===== config.mk =====
export PLATFORM = sky130hd
export DESIGN_NAME = ttw_front
export DESIGN_NICKNAME = d
export VERILOG_FILES = /design/src/rtl/text_terminal_writer_assert.svh /design/src/rtl/ttw_pkg.sv /design/src/rtl/ttw_front.sv
export SDC_FILE = /design/constraint.sdc
export NUM_CORES = 1
export LEC_CHECK = 0
export ABC_AREA = 1
export ABC_CLOCK_PERIOD_IN_PS = 2240
export BUFFER_PORTS_ARGS = -buffer_cell sky130_fd_sc_hd__buf_2
export CORE_UTILIZATION = 42
export CTS_BUF_LIST = sky130_fd_sc_hd__clkbuf_16
export DETAILED_ROUTE_END_ITERATION = 6
export PLACE_DENSITY = 0.76
export SLEW_MARGIN = 20
export SYNTH_ARGS = -nofsm -noshare
export SYNTH_HDL_FRONTEND = slang
export SYNTH_SLANG_ARGS = --single-unit

===== constraint.sdc =====
create_clock -name clk -period 2.24 [get_ports clk]
set_input_delay 0.224 -clock clk [delete_from_list [all_inputs] [get_ports clk]]
set_output_delay 0.224 -clock clk [all_outputs]
set_load 0.01 [all_outputs]

===== src/rtl/text_terminal_writer_assert.svh =====
// Assertion helpers for the terminal RTL. They expect clk and rst_n in scope.
`ifndef TEXT_TERMINAL_WRITER_ASSERT_SVH
`define TEXT_TERMINAL_WRITER_ASSERT_SVH

// condition holds at every edge out of reset
`define TTW_ASSERT_ALWAYS(lbl, cond, msg) \
  lbl: assert property (@(posedge clk) disable iff (!rst_n) (cond)) else $error(msg);

// same-cycle implication
`define TTW_ASSERT_IMP(lbl, ante, cons, msg) \
  lbl: assert property (@(posedge clk) disable iff (!rst_n) (ante) |-> (cons)) else $error(msg);

// next-cycle implication
`define TTW_ASSERT_NEXT(lbl, ante, cons, msg) \
  lbl: assert property (@(posedge clk) disable iff (!rst_n) (ante) |=> (cons)) else $error(msg);

`endif


===== src/rtl/ttw_pkg.sv =====
package ttw_pkg;

  localparam int COLUMNS = 80;
  localparam int ROWS    = 25;
  localparam int CELLS   = ROWS * COLUMNS;

  localparam int COL_W  = $clog2(COLUMNS);
  localparam int ROW_W  = $clog2(ROWS);
  localparam int ADDR_W = $clog2(CELLS);

  // port field widths
  localparam int CHAR_W = 8;
  localparam int CELL_W = 16;
  localparam int COLF_W = 7;
  localparam int ROWF_W = 5;

  localparam int QDEPTH  = 2;
  localparam int QPTR_W  = $clog2(QDEPTH);
  localparam int QCNT_W  = $clog2(QDEPTH + 1);

  localparam int TAB_STEP = 4;

  localparam logic [CHAR_W-1:0] RESET_COLOR = 8'h04;
  localparam logic [CHAR_W-1:0] CH_NUL   = 8'h00;
  localparam logic [CHAR_W-1:0] CH_BEL   = 8'h07;
  localparam logic [CHAR_W-1:0] CH_TAB   = 8'h09;
  localparam logic [CHAR_W-1:0] CH_LF    = 8'h0A;
  localparam logic [CHAR_W-1:0] CH_CR    = 8'h0D;
  localparam logic [CHAR_W-1:0] CH_SPACE = 8'h20;

  localparam logic OP_PUT  = 1'b0;
  localparam logic OP_READ = 1'b1;

  typedef enum logic [2:0] {
    K_PRINT,
    K_NEWLINE,
    K_RETURN,
    K_TAB,
    K_NOP,
    K_READ,
    K_READ_OUT
  } kind_t;

  typedef struct packed {
    kind_t             kind;
    logic [CHAR_W-1:0] char_code;
    logic [COL_W-1:0]  col;
    logic [ROW_W-1:0]  row;
  } cmd_t;

  // logical row plus offset, folded back into 0..ROWS-1
  function automatic logic [ROW_W-1:0] row_wrap(logic [ROW_W:0] s);
    logic [ROW_W:0] lim;
    lim = (ROW_W+1)'(ROWS);
    if (s >= lim) begin
      row_wrap = ROW_W'(s - lim);
    end else begin
      row_wrap = ROW_W'(s);
    end
  endfunction

  function automatic logic [ADDR_W-1:0] cell_addr(logic [ROW_W-1:0] prow,
                                                  logic [COL_W-1:0] col);
    cell_addr = ADDR_W'(prow) * ADDR_W'(COLUMNS) + ADDR_W'(col);
  endfunction

endpackage


===== src/rtl/ttw_front.sv =====
module ttw_front import ttw_pkg::*; (
  input  logic              clk,
  input  logic              rst_n,
  input  logic              clearing,
  input  logic              in_valid,
  output logic              in_stall,
  input  logic              in_operation,
  input  logic [CHAR_W-1:0] in_char_code,
  input  logic [COLF_W-1:0] in_read_column,
  input  logic [ROWF_W-1:0] in_read_row,
  output logic              cmd_valid,
  output cmd_t              cmd,
  input  logic              cmd_stall
);

  logic hold_valid_r, hold_valid_nxt;
  cmd_t hold_r, hold_nxt;
  cmd_t cls;
  logic accept;
  logic in_range;

  assign in_stall = clearing || (hold_valid_r && cmd_stall);
  assign accept   = in_valid && !in_stall;
  assign in_range = (32'(in_read_column) < COLUMNS) && (32'(in_read_row) < ROWS);

  always_comb begin
    cls.char_code = in_char_code;
    cls.col       = COL_W'(in_read_column);
    cls.row       = ROW_W'(in_read_row);
    if (in_operation == OP_READ) begin
      cls.kind = in_range ? K_READ : K_READ_OUT;
    end else begin
      unique case (in_char_code)
        CH_LF:          cls.kind = K_NEWLINE;
        CH_CR:          cls.kind = K_RETURN;
        CH_TAB:         cls.kind = K_TAB;
        CH_NUL, CH_BEL: cls.kind = K_NOP;
        default:        cls.kind = K_PRINT;
      endcase
    end
  end

  always_comb begin
    hold_valid_nxt = hold_valid_r;
    hold_nxt       = hold_r;
    if (accept) begin
      hold_valid_nxt = 1'b1;
      hold_nxt       = cls;
    end else if (!cmd_stall) begin
      hold_valid_nxt = 1'b0;
    end
  end

  always_ff @(posedge clk) begin
    if (!rst_n) begin
      hold_valid_r <= 1'b0;
    end else begin
      hold_valid_r <= hold_valid_nxt;
    end
  end

  always_ff @(posedge clk) begin
    hold_r <= hold_nxt;
  end

  assign cmd_valid = hold_valid_r;
  assign cmd       = hold_r;

endmodule


Word level (Yosys, flattened, before mapping)
Index checks and enable logic that the tools add are counted.
Widths: inputs -> output; s select.
{ "op_classes": {"reduce_logical": 7, "n_eq_ne": 5, "magnitude_cmp": 2, "mux": 5} }
{ "ops": {"columns": ["op", "count"], "rows": [
  ["$eq 8x4->1 const B", 3],
  ["$pmux 3 s4", 1],
  ["$eq 8x3->1 const B", 1],
  ["$logic_not 8->1", 1],
  ["$lt 7x7->1 const B", 1],
  ["$lt 5x5->1 const B", 1],
  ["$logic_and 1x1->1", 3],
  ["$mux 3", 1],
  ["$mux 1", 2],
  ["$mux 2", 1],
  ["$ne 2x1->1 const B", 1],
  ["$reduce_or 2->1", 1],
  ["$logic_not 1->1", 1],
  ["$logic_or 1x1->1", 1]
]} }
{ "totals": {"out_inout_bits": 25, "wordCells": 24, "register_bits": 24} }

Depth between registers and ports, before layout
{ "depth": {"depth_word": 5, "depth_mapped": 6, "mapped_depth_nobuf": 6} }

Worst setup path after synthesis
OpenSTA, ideal clock, no wires.
{ "synth_timing": {"path_type": "register to register", "from": "register hold_valid_r (netlist: cmd_valid)", "to": "register hold_r, in the netlist cmd[0], enable pin", "synth_period_minus_slack_ns": 1.900, "setup_time_ns": 0.403, "n_path_buf": 0, "setup_slack_ns": 0.340, "stages_incl_launch_ff": 4, "t_arrival_ns": 1.498, "path_cell_list": "dfxtp_1 > nand2_1 > nand2_1 > nor2_1"} }
{ "synth_between": {"elab_chain_len": 4} }
{ "synth_rtl": {"columns": ["item", "line_no", "rtl"], "rows": [
  ["from (decl)", "ttw_front.sv:16", "logic hold_valid_r, hold_valid_nxt;"],
  ["from (signal assigned)", "ttw_front.sv:58", "hold_valid_r <= hold_valid_nxt;"],
  ["$logic_and 1x1->1", "ttw_front.sv:22", "assign in_stall = clearing || (hold_valid_r && cmd_stall);"],
  ["$logic_or 1x1->1", "ttw_front.sv:22", null],
  ["named net in_stall", "ttw_front.sv:6", "output logic in_stall,"],
  ["$logic_not 1->1", "ttw_front.sv:23", "assign accept = in_valid && !in_stall;"],
  ["$logic_and 1x1->1", "ttw_front.sv:23", null],
  ["named net accept", "ttw_front.sv:19", "logic accept;"],
  ["to (signal assigned)", "ttw_front.sv:63", "hold_r <= hold_nxt;"],
  ["to (decl)", "ttw_front.sv:17", "cmd_t hold_r, hold_nxt;"]
]} }
The timed path passes the listed nets, and every way through them passes these cells.
A chain may end at the register's enable or synchronous reset.

Worst setup path after layout
{ "layout_timing": {"from": "register hold_valid_r (netlist: cmd_valid)", "to": "register hold_r, in the netlist cmd[9], enable pin"} }
{ "layout_between": {"elab_chain_len": 4} }
{ "layout_rtl": {"columns": ["item", "line_no"], "rows": [
  ["$logic_and 1x1->1", "ttw_front.sv:22"],
  ["$logic_or 1x1->1", "ttw_front.sv:22"],
  ["$logic_not 1->1", "ttw_front.sv:23"],
  ["$logic_and 1x1->1", "ttw_front.sv:23"],
  ["named net accept", "ttw_front.sv:19"]
]} }
The timed path passes the listed nets, and every way through them passes these cells.

==> run summary <==
Outcome -> finished clean
RSZ-0062 raised after global routing -> no
Netlist cell types -> 11
Fillers -> 160
Crit path launch type -> flip-flop
Placed inst area -> 1180 µm²
Net Switching -> 182 µW
Crit Path Class -> reg2reg
Vias in the first global route -> 548
Clock power share -> 37.7%
Maxcap violations -> 0
Switching Fraction -> 18.7%
Clk pin slew, worst setup/hold paths -> 0.06 ns
Final setup vio count -> 0
Syn Area/Cell -> 13.2 µm²
Critical path data required time -> 2.19 ns
Post-CTS Resized -> 0
Clk_lat worst skew -> 0.25 ns
First-pass GRT wire length -> 2100 µm
Die area -> 2290 µm²
Setup Slack @ Placement -> 0.795 ns
Tmin final -> 1.40 ns
Placeable Area -> 1960 µm²
Nets in the synthesized netlist -> 93
Yosys warning count -> 0
Port Buffer Count -> 50
Sequential share of power -> 53.5%
Layout cell share with drive strength beyond 1 -> 46.7%
Most frequent cells in the layout -> buf_2, edfxtp_1, nand2_1
Sequential element share of the synthesized area -> 80.6%
Leak -> 0.590 nW
Total power -> 972 µW
Area delta synth->final -> 42.3%
Setup TNS -> 0 ns
Total CTS buffers -> 3
Gr ovfl total -> 0
Syn Inst Count -> 67
Largest net degree at the start of global routing -> 15
Length of the first detailed-routing pass in iterations -> 3
Total track usage -> 13.8%
H-tree depth -> 1
Final worst slack -> 0.845 ns
Clock Skews -> 0.00118 ns
Hold Buf Count CTS -> 0
DRT iter0 DRCs -> 10
Die X -> 47.8 µm
Initial antenna violation count -> 0
Ant diodes -> 0
CTS tree -> built
Arrival time worst endpoint -> 1.34 ns
Via/cell ratio -> 4.25
Clock buffer depth -> 2
CP endpoint kind -> flip-flop
Wire length per cell -> 10.4 µm
Hpwl dp -> 1210 µm
Max Slew Vio Count -> 0
Post-Layout Inst Area -> 1250 µm²
I/O pins -> 51
Hold WS -> 0.153 ns
DRC violations left -> 0
Final nets -> 149
Pwr per Cell Area -> 775 nW/µm²
Yosys reg bits -> 24
Comb power frac -> 8.9%
Clk sinks -> 24
Hold crit path type -> in2reg
Synth Cell Area -> 882 µm²
Cell Int Power -> 790 µW
Maximum VDD drop -> 0.483 mV
Initial Util -> 45.0%
CTS Root Cell -> clkbuf_16
Die Y -> 47.8 µm
Reg2reg path depth -> 4
Post-DRT Antenna Nets -> 0
Fmax -> 0.717 GHz
Worst-Margin Slew -> 0.443 ns
Slew margin rel. -> 70.4%
Routed via count -> 633
# rows -> 16
Crit path max fanout -> 14
Setup repair bufs after CTS -> 0
WHS Path Cells -> 1
Fin crit share -> 62.3%
Commonest non-fill, non-tap cell in the layout -> buf_2
Final WL -> 1560 µm
Routability congestion estimate -> 0.782
Final-report hold violation count -> 0
[per-stage QoR]
stage / util, % / cells
final: 64.0 / 149
after global routing: 64.0 / 149
after CTS: 64.0 / 149
after detailed placement: 59.9 / 145
after global placement: 59.9 / 145
after floorplan: - / 67
[kinds of logic (layout without fill, tap and decap cells)]
logic type	Yosys count	in the layout	synth area share, %
simple gates	30	30	13.3
flops	24	24	80.6
buf+inv	9	64	3.83
compound gates	4	4	2.27
[routing by layer]
layer,global-route usage (%),vias to the layer above,share of wire [%]
met1,13.9,269,39
met5,0,-,0
met4,6.67,0,1.2
met2,25.9,29,53
li1,-,333,-
met3,3.40,2,6.4
[power by group through the flow]
stage,Clock (mW),Combinational (mW),Sequential [mW]
after floorplan,0,0.0239,0.541
after global placement,0,0.0843,0.528
after detailed placement,0,0.0867,0.529
after CTS,0.370,0.0875,0.520
after global routing,0.382,0.0979,0.522
final,0.366,0.0865,0.520
[worst paths after layout]
path	from	to	slack (ns)
hold reg to reg	cmd_valid	cmd_valid	0.56
hold / removal	in_read_column[0]	cmd[5]	0.15
setup / recovery	cmd_valid	cmd[9]	0.84
setup reg to reg	cmd_valid	cmd[9]	0.84
[cells in the mapped netlist (all sizes together)]
master | count | area, µm²
nand3 | 2 | 10.0
nor2 | 7 | 26.3
a21oi | 2 | 10.0
dfxtp | 1 | 20.0
nand2 | 21 | 81.3
edfxtp | 23 | 691
o21ai | 2 | 10.0
inv | 9 | 33.8
[layout make-up]
cell class                      instances  area, µm²  share of cell area, %
Tap cell                               27       33.8                   2.69
Timing Repair Buffer                   51        258                   20.5
Inverter                                9       33.8                   2.69
Multi-Input combinational cell         34        140                   11.2
Clock buffer                            3       75.1                   5.98
Clock inverter                          1       3.75                  0.299
Sequential cell                        24        711                   56.6
[critical path: stages, from the launching register on]
cell     delay (ns)
dfxtp_1        0.30
nand2_1        0.06
nand2_1        0.07
nor2_2         0.36
buf_4          0.29
[state kept, by name, summed over array words and instances (netlist names)]
| name | flops |
|---|---|
| cmd_valid | 1 |
| cmd | 23 |
Note: power is estimated with default switching activity, not from simulation.
