## src/rtl/text_terminal_writer_assert.svh

```systemverilog
// Assertion helpers for the terminal RTL. They expect clk and rst_n in scope.
`ifndef TEXT_TERMINAL_WRITER_ASSERT_SVH
`define TEXT_TERMINAL_WRITER_ASSERT_SVH

// condition holds at every edge out of reset
`define TTW_ASSERT_ALWAYS(lbl, cond, msg) \
  lbl: assert property (@(posedge clk) disable iff (!rst_n) (cond)) else $error(msg);

// same-cycle implication
`define TTW_ASSERT_IMP(lbl, ante, cons, msg) \
  lbl: assert property (@(posedge clk) disable iff (!rst_n) (ante) |-> (cons)) else $error(msg);

// next-cycle implication
`define TTW_ASSERT_NEXT(lbl, ante, cons, msg) \
  lbl: assert property (@(posedge clk) disable iff (!rst_n) (ante) |=> (cons)) else $error(msg);

`endif

```

## src/rtl/ttw_pkg.sv

```systemverilog
package ttw_pkg;

  localparam int COLUMNS = 80;
  localparam int ROWS    = 25;
  localparam int CELLS   = ROWS * COLUMNS;

  localparam int COL_W  = $clog2(COLUMNS);
  localparam int ROW_W  = $clog2(ROWS);
  localparam int ADDR_W = $clog2(CELLS);

  // port field widths
  localparam int CHAR_W = 8;
  localparam int CELL_W = 16;
  localparam int COLF_W = 7;
  localparam int ROWF_W = 5;

  localparam int QDEPTH  = 2;
  localparam int QPTR_W  = $clog2(QDEPTH);
  localparam int QCNT_W  = $clog2(QDEPTH + 1);

  localparam int TAB_STEP = 4;

  localparam logic [CHAR_W-1:0] RESET_COLOR = 8'h04;
  localparam logic [CHAR_W-1:0] CH_NUL   = 8'h00;
  localparam logic [CHAR_W-1:0] CH_BEL   = 8'h07;
  localparam logic [CHAR_W-1:0] CH_TAB   = 8'h09;
  localparam logic [CHAR_W-1:0] CH_LF    = 8'h0A;
  localparam logic [CHAR_W-1:0] CH_CR    = 8'h0D;
  localparam logic [CHAR_W-1:0] CH_SPACE = 8'h20;

  localparam logic OP_PUT  = 1'b0;
  localparam logic OP_READ = 1'b1;

  typedef enum logic [2:0] {
    K_PRINT,
    K_NEWLINE,
    K_RETURN,
    K_TAB,
    K_NOP,
    K_READ,
    K_READ_OUT
  } kind_t;

  typedef struct packed {
    kind_t             kind;
    logic [CHAR_W-1:0] char_code;
    logic [COL_W-1:0]  col;
    logic [ROW_W-1:0]  row;
  } cmd_t;

  // logical row plus offset, folded back into 0..ROWS-1
  function automatic logic [ROW_W-1:0] row_wrap(logic [ROW_W:0] s);
    logic [ROW_W:0] lim;
    lim = (ROW_W+1)'(ROWS);
    if (s >= lim) begin
      row_wrap = ROW_W'(s - lim);
    end else begin
      row_wrap = ROW_W'(s);
    end
  endfunction

  function automatic logic [ADDR_W-1:0] cell_addr(logic [ROW_W-1:0] prow,
                                                  logic [COL_W-1:0] col);
    cell_addr = ADDR_W'(prow) * ADDR_W'(COLUMNS) + ADDR_W'(col);
  endfunction

endpackage

```

## src/rtl/ttw_queue.sv

```systemverilog
module ttw_queue import ttw_pkg::*; (
  input  logic clk,
  input  logic rst_n,
  input  logic push_valid,
  input  cmd_t push_cmd,
  output logic push_stall,
  output logic pop_valid,
  output cmd_t pop_cmd,
  input  logic pop_stall
);

  cmd_t              slot_r [QDEPTH];
  logic [QPTR_W-1:0] wptr_r, wptr_nxt;
  logic [QPTR_W-1:0] rptr_r, rptr_nxt;
  logic [QCNT_W-1:0] count_r, count_nxt;
  logic              push, pop;

  assign push_stall = (count_r == QCNT_W'(QDEPTH));
  assign pop_valid  = (count_r != '0);
  assign pop_cmd    = slot_r[rptr_r];
  assign push       = push_valid && !push_stall;
  assign pop        = pop_valid && !pop_stall;

  always_comb begin
    wptr_nxt  = push ? QPTR_W'(wptr_r + 1'b1) : wptr_r;
    rptr_nxt  = pop  ? QPTR_W'(rptr_r + 1'b1) : rptr_r;
    count_nxt = count_r;
    if (push && !pop) begin
      count_nxt = QCNT_W'(count_r + 1'b1);
    end else if (pop && !push) begin
      count_nxt = QCNT_W'(count_r - 1'b1);
    end
  end

  always_ff @(posedge clk) begin
    if (!rst_n) begin
      wptr_r  <= '0;
      rptr_r  <= '0;
      count_r <= '0;
    end else begin
      wptr_r  <= wptr_nxt;
      rptr_r  <= rptr_nxt;
      count_r <= count_nxt;
    end
  end

  always_ff @(posedge clk) begin
    if (push) begin
      slot_r[wptr_r] <= push_cmd;
    end
  end

endmodule

```

## config.mk

```make
export PLATFORM = sky130hd
export DESIGN_NAME = ttw_queue
export DESIGN_NICKNAME = d
export VERILOG_FILES = /design/src/rtl/text_terminal_writer_assert.svh /design/src/rtl/ttw_pkg.sv /design/src/rtl/ttw_queue.sv
export SDC_FILE = /design/constraint.sdc
export NUM_CORES = 1
export LEC_CHECK = 0
export ABC_AREA = 1
export BUFFER_PORTS_ARGS = -buffer_cell sky130_fd_sc_hd__buf_2
export CAP_MARGIN = 0
export CORE_MARGIN = 2
export CORE_UTILIZATION = 51
export CTS_BUF_LIST = sky130_fd_sc_hd__clkbuf_16
export DETAILED_ROUTE_END_ITERATION = 10
export GPL_ROUTABILITY_DRIVEN = 0
export HOLD_SLACK_MARGIN = 0.03
export PLACE_DENSITY = 0.75
export SETUP_SLACK_MARGIN = 0.05
export SYNTH_ARGS = -nofsm -noshare
export SYNTH_HDL_FRONTEND = slang
export SYNTH_SLANG_ARGS = --single-unit
```

## constraint.sdc

```tcl
create_clock -name clk -period 2.6 [get_ports clk]
set_input_delay 0 -clock clk [delete_from_list [all_inputs] [get_ports clk]]
set_output_delay 0 -clock clk [all_outputs]
set_load 0.02 [all_outputs]
```

# After elaboration in Yosys (flattened, before gate mapping)
# Memory sizes are Yosys's and may differ from the RTL's. A register that Yosys moved wholly into a read port is not among the register bits.
# Cells that the tools add are included.
[word_totals]
reg_bits = 4
ram_bits = 46
word_cells = 25
memories = 1
[memory_table]
columns = ["name", "words", "word_bits", "rd", "rd_clocked_by_memory_dff", "wr", "line_no", "text"]
rows = [
  ["slot_r", 2, 23, 1, 1, 1, "ttw_queue.sv:12", "cmd_t slot_r [QDEPTH];"],
]
[op_classes]
n_addsub = 4
n_eq_ne = 1
muxes = 6
n_reduce_logical = 10
[op_table]
columns = ["cell", "count"]
rows = [
  ["$logic_and A1 B1 Y1", 4],
  ["$logic_not A1 Y1", 4],
  ["$mux W1", 4],
  ["$mux W2", 2],
  ["$reduce_bool A2 Y1", 2],
  ["$add A1 B1 Y1 const B", 2],
  ["$add A2 B1 Y2 const B", 1],
  ["$eq A2 B2 Y1 const B", 1],
  ["$sub A2 B1 Y2 const B", 1],
]

# Depth between registers and ports, before layout
[logic_depth]
word_depth = 7
mapped_depth = 10

# Worst setup path after synthesis
# OpenSTA, ideal clock, no wires.
[synth_timing]
kind = "reg2reg"
from = "reg count_r[1]"
to = "mem slot_r[1][0] (netlist name) (enable)"
setup_time_ns = 0.403
t_arrival_ns = 1.493
slack_ns = 0.705
path_stages_with_launch = 4
n_path_buf = 0
path_cell_list = "dfxtp_1 -> inv_1 -> o21ai_2 -> nor2_1"
[synth_between]
elab_chain_cells = 5
[synth_lines]
columns = ["element", "line_no", "text"]
rows = [
  ["start, declared", "ttw_queue.sv:15", "logic [QCNT_W-1:0] count_r, count_nxt;"],
  ["start signal, assigned", "ttw_queue.sv:43", "count_r <= count_nxt;"],
  ["$eq A2 B2 Y1", "ttw_queue.sv:18", "assign push_stall = (count_r == QCNT_W'(QDEPTH));"],
  ["$logic_not A1 Y1", "ttw_queue.sv:21", "assign push = push_valid && !push_stall;"],
  ["$logic_and A1 B1 Y1", "ttw_queue.sv:21", ""],
  ["$mux W1", "ttw_queue.sv:48", "if (push) begin"],
  ["$mux W1 (implied by the code)", "ttw_queue.sv:49", "slot_r[wptr_r] <= push_cmd;"],
  ["end, declared", "ttw_queue.sv:12", ""],
]
# No other way between the ends.

# Worst setup path after layout
[layout_timing]
from = "reg count_r[1]"
to = "reg count_r[1]"
[layout_between]
elab_chain_cells = 6
word_cells_on_any_way = 14
classes_between = "add/sub: 2; eq/ne: 1; mux: 2; reduce/logical: 9"
[layout_lines]
columns = ["element", "line_no", "text"]
rows = [
  ["$eq A2 B2 Y1 (*)", "ttw_queue.sv:18", ""],
  ["$logic_not A1 Y1 (*)", "ttw_queue.sv:21", ""],
  ["$logic_and A1 B1 Y1 (*)", "ttw_queue.sv:21", ""],
  ["named net push", "ttw_queue.sv:16", "logic push, pop;"],
  ["$logic_not A1 Y1", "ttw_queue.sv:30", "end else if (pop && !push) begin"],
  ["$logic_and A1 B1 Y1", "ttw_queue.sv:30", ""],
  ["$reduce_bool A2 Y1 (no line)", "-", ""],
]
# Mark *: on every way through the listed nets, which the timed path passes. The rest lies on a longest branch. The select of a mux whose other input is x is not followed.
# A chain may end at the register's enable or synchronous reset.

==> metrics.md <==
| Metric | Value |
|---|---|
| Status | `finished, final reports clean` |
| Tmin final | `1.57 ns` |
| N_diodes | `0` |
| Initial antenna violation count | `0` |
| Core Region | `~3600 sq um` |
| Total nets after synthesis | `136` |
| Library cells used by synthesis | `15` |
| Area Growth Syn to Fin | `36.6%` |
| Area contributors post-synth | `edfxtp_1 (72%), mux2_2 (14%), dfxtp_1 (5.2%)` |
| Cell mode on critical path | `inv_1` |
| Layout cells sized above 1 | `0.458` |
| Main flop type after synthesis | `edfxtp_1` |
| Wire per inst | `13.8 microns` |
| Worst setup path category | `flop to flop` |
| Worst Tran Pin Value | `a little over 0.3 ns` |
| Slew Viols, Final | `0` |
| Crit-path cells | `inv_1 -> o21ai_2 -> inv_1 -> ha_1 -> inv_1 -> nand3_1 -> nand2_1 -> inv_1 -> nor2_1` |
| Final core occ | `0.718` |
| Final wirelength | `3310 microns` |
| Fin nets | `219` |
| Root Driver | `clkbuf_16` |
| Final setup vio count | `0` |
| Die height | `around 65 microns` |
| Die X | `65.2 microns` |
| Dpl hpwl | `2080 microns` |
| FMAX | `0.635 GHz` |
| Mean Syn Cell Area | `17.7 sq um` |
| CP Data Arrival Time | `around 1.8 ns` |
| Worst path required time | `2.82 ns` |
| Vias after detailed routing | `1145` |
| Hold Path Class | `input pin to flop` |
| Max IR drop VDD | `597 uV` |
| CTS tree | `yes` |
| Leakage power | `slightly above 1 nW` |
| Most frequent cell after synthesis | `edfxtp_1` |
| Clock insertion delay at the later pin of the skew report | `about 0.28 ns` |
| Cell taking the most area after synthesis | `edfxtp_1` |
| Total Die Area | `4250 sq um` |
| Crit path capture type | `flop` |
| First-iteration detailed-routing DRC count | `54` |
| Antenna violation net count after detailed routing | `0` |
| CTS sink cnt | `51` |
| # DRC | `0` |
| Final Hold Viols | `0` |
| Drt pass-1 iters | `4` |
| Largest net degree at the start of global routing | `24` |
| Slowest CP cell | `dfxtp_1` |
| Max incr delay on CP | `0.35 ns` |
| Async SR Flop Fraction | `0` |
| Synthesis-stage register bit count | `51` |
| Vias per cell | `4.77` |
| First-pass GRT wire length | `5180 microns` |
| CP startpoint kind | `flop` |
| Clock skew | `0.00462 ns` |
| CTS max path bufs | `2` |
| Synth Instances | `108` |
| Num rows | `22` |
| Setup TNS | `0 ns` |
| IO Port Bufs | `51` |
| Max-cap viol count | `0` |
| Synth cell count leaders | `edfxtp_1 (46), mux2_2 (23), nor2_1 (9)` |
| Initial Util | `0.525` |
| RSZ-0062 raised after global routing | `false` |
| Clock-pin slew on the worst setup and hold paths | `~0.060 ns` |
| Final period util | `0.605` |
| H-tree levels | `2` |
| Slew margin rel. | `0.792` |
| Number of global-route vias before repair | `1144` |
| GR Overflow Total | `0` |
| Worst-path maximum fanout | `5` |
| Top-area cell type share of the netlist area | `0.723` |
| Sequential area share after synthesis | `0.776` |
| Post-synth EDFFs | `46` |
| Total Power | `2.37 mW` |
| PD cells | `907 nW/um^2` |
| Family with the most delay on the worst path | `buffers and inverters` |
| Crit path buf inv count | `4` |
| Yosys warns | `0` |
| Num CTS Buffers | `5` |
| Mapped cell area | `1910 sq um` |
| All-Layer GR Usage | `0.167` |
| Boundary Pins | `52` |
## stage by stage
step	hold WS (ns)	cells	setup slack [ns]	instance area [sq um]
2_1_floorplan	0.0989	108	0.705	1910
3_3_place_gp	0.188	208	1.24	2230
3_5_place_dp	0.193	208	1.08	2230
4_1_cts	0.0481	240	1.06	2610
5_1_grt	0.0873	240	0.897	2610
6_report	0.0540	240	1.03	2610
## cell usage in the layout, fill, tap and decap left out, types with 3 or more instances in the layout
master,instances
edfxtp_1,46
dlygate4sd3_1,24
buf_2,51
dfxtp_1,5
mux2_2,23
nor2_1,7
nand2_1,7
inv_1,8
clkbuf_16,5
buf_4,3
## final cells by class
| type | instances | area [sq um] |
|---|---|---|
| Sequential cell | 51 | 1480 |
| Fill cell | 240 | 1030 |
| Timing Repair Buffer | 78 | 518 |
| Multi-Input combinational cell | 47 | 380 |
| Clock buffer | 5 | 125 |
| Tap cell | 48 | 60.1 |
| Inverter | 8 | 30.0 |
| Clock inverter | 3 | 12.5 |
## path summary, 6_finish.rpt
kind	from	to	slack, ns	depth (start not counted)
max reg2reg	count_r[1]	count_r[1]	1.03	9
min reg2reg	rptr_r	rptr_r	0.51	2
min	pop_stall	rptr_r	0.05	4
max	count_r[1]	count_r[1]	1.03	9
## sequential cells by signal, indices dropped and copies added (netlist names), named ones only
name,cells
count_r,2
rptr_r,1
slot_r,46
wptr_r,1
## power by group
part           leakage, nW  total [mW]  switching, mW  internal (mW)
Sequential           0.470        1.08         0.0416           1.04
Combinational        0.489       0.696          0.420          0.276
Clock               0.0724       0.588          0.240          0.347
## routing by layer
metal  routed length, microns  share of wire  vias up  global-route usage
met3                      189          0.057        5              0.0565
li1                         -              -      561                   -
met4                       48          0.015        0              0.0677
met1                     1350           0.41      539               0.192
met2                     1720           0.52       40               0.286
met5                        0              0        -                   0
## kinds of logic (layout without fill, tap and decap cells)
logic type | Yosys count | after routing | share of synthesized area
adder cells (fa/ha/maj) | 1 | 1 | 0.00655
flip-flops | 51 | 51 | 0.776
AO/OA/AOI/OAI | 5 | 5 | 0.0170
AND/OR/NAND/NOR | 18 | 18 | 0.0374
multiplexers | 23 | 23 | 0.136
buffers and inverters | 10 | 94 | 0.0275
## worst reg2reg max path: stages (launching register included)
cell and delay, ns:
dfxtp_1 0.35, inv_1 0.12, o21ai_2 0.24, inv_1 0.11
ha_1 0.33, inv_1 0.08, nand3_1 0.08, nand2_1 0.08
inv_1 0.05, nor2_1 0.08
## timing repair
item / 4_1_cts / 5_1_grt
resized for setup: 0 / 0
endpoints found under the setup margin: 0 / 0
hold buffers: 24 / 0
endpoints found under the hold margin: 51 / 0
setup buffers: 0 / 0
(Power assumes the default switching activity.)
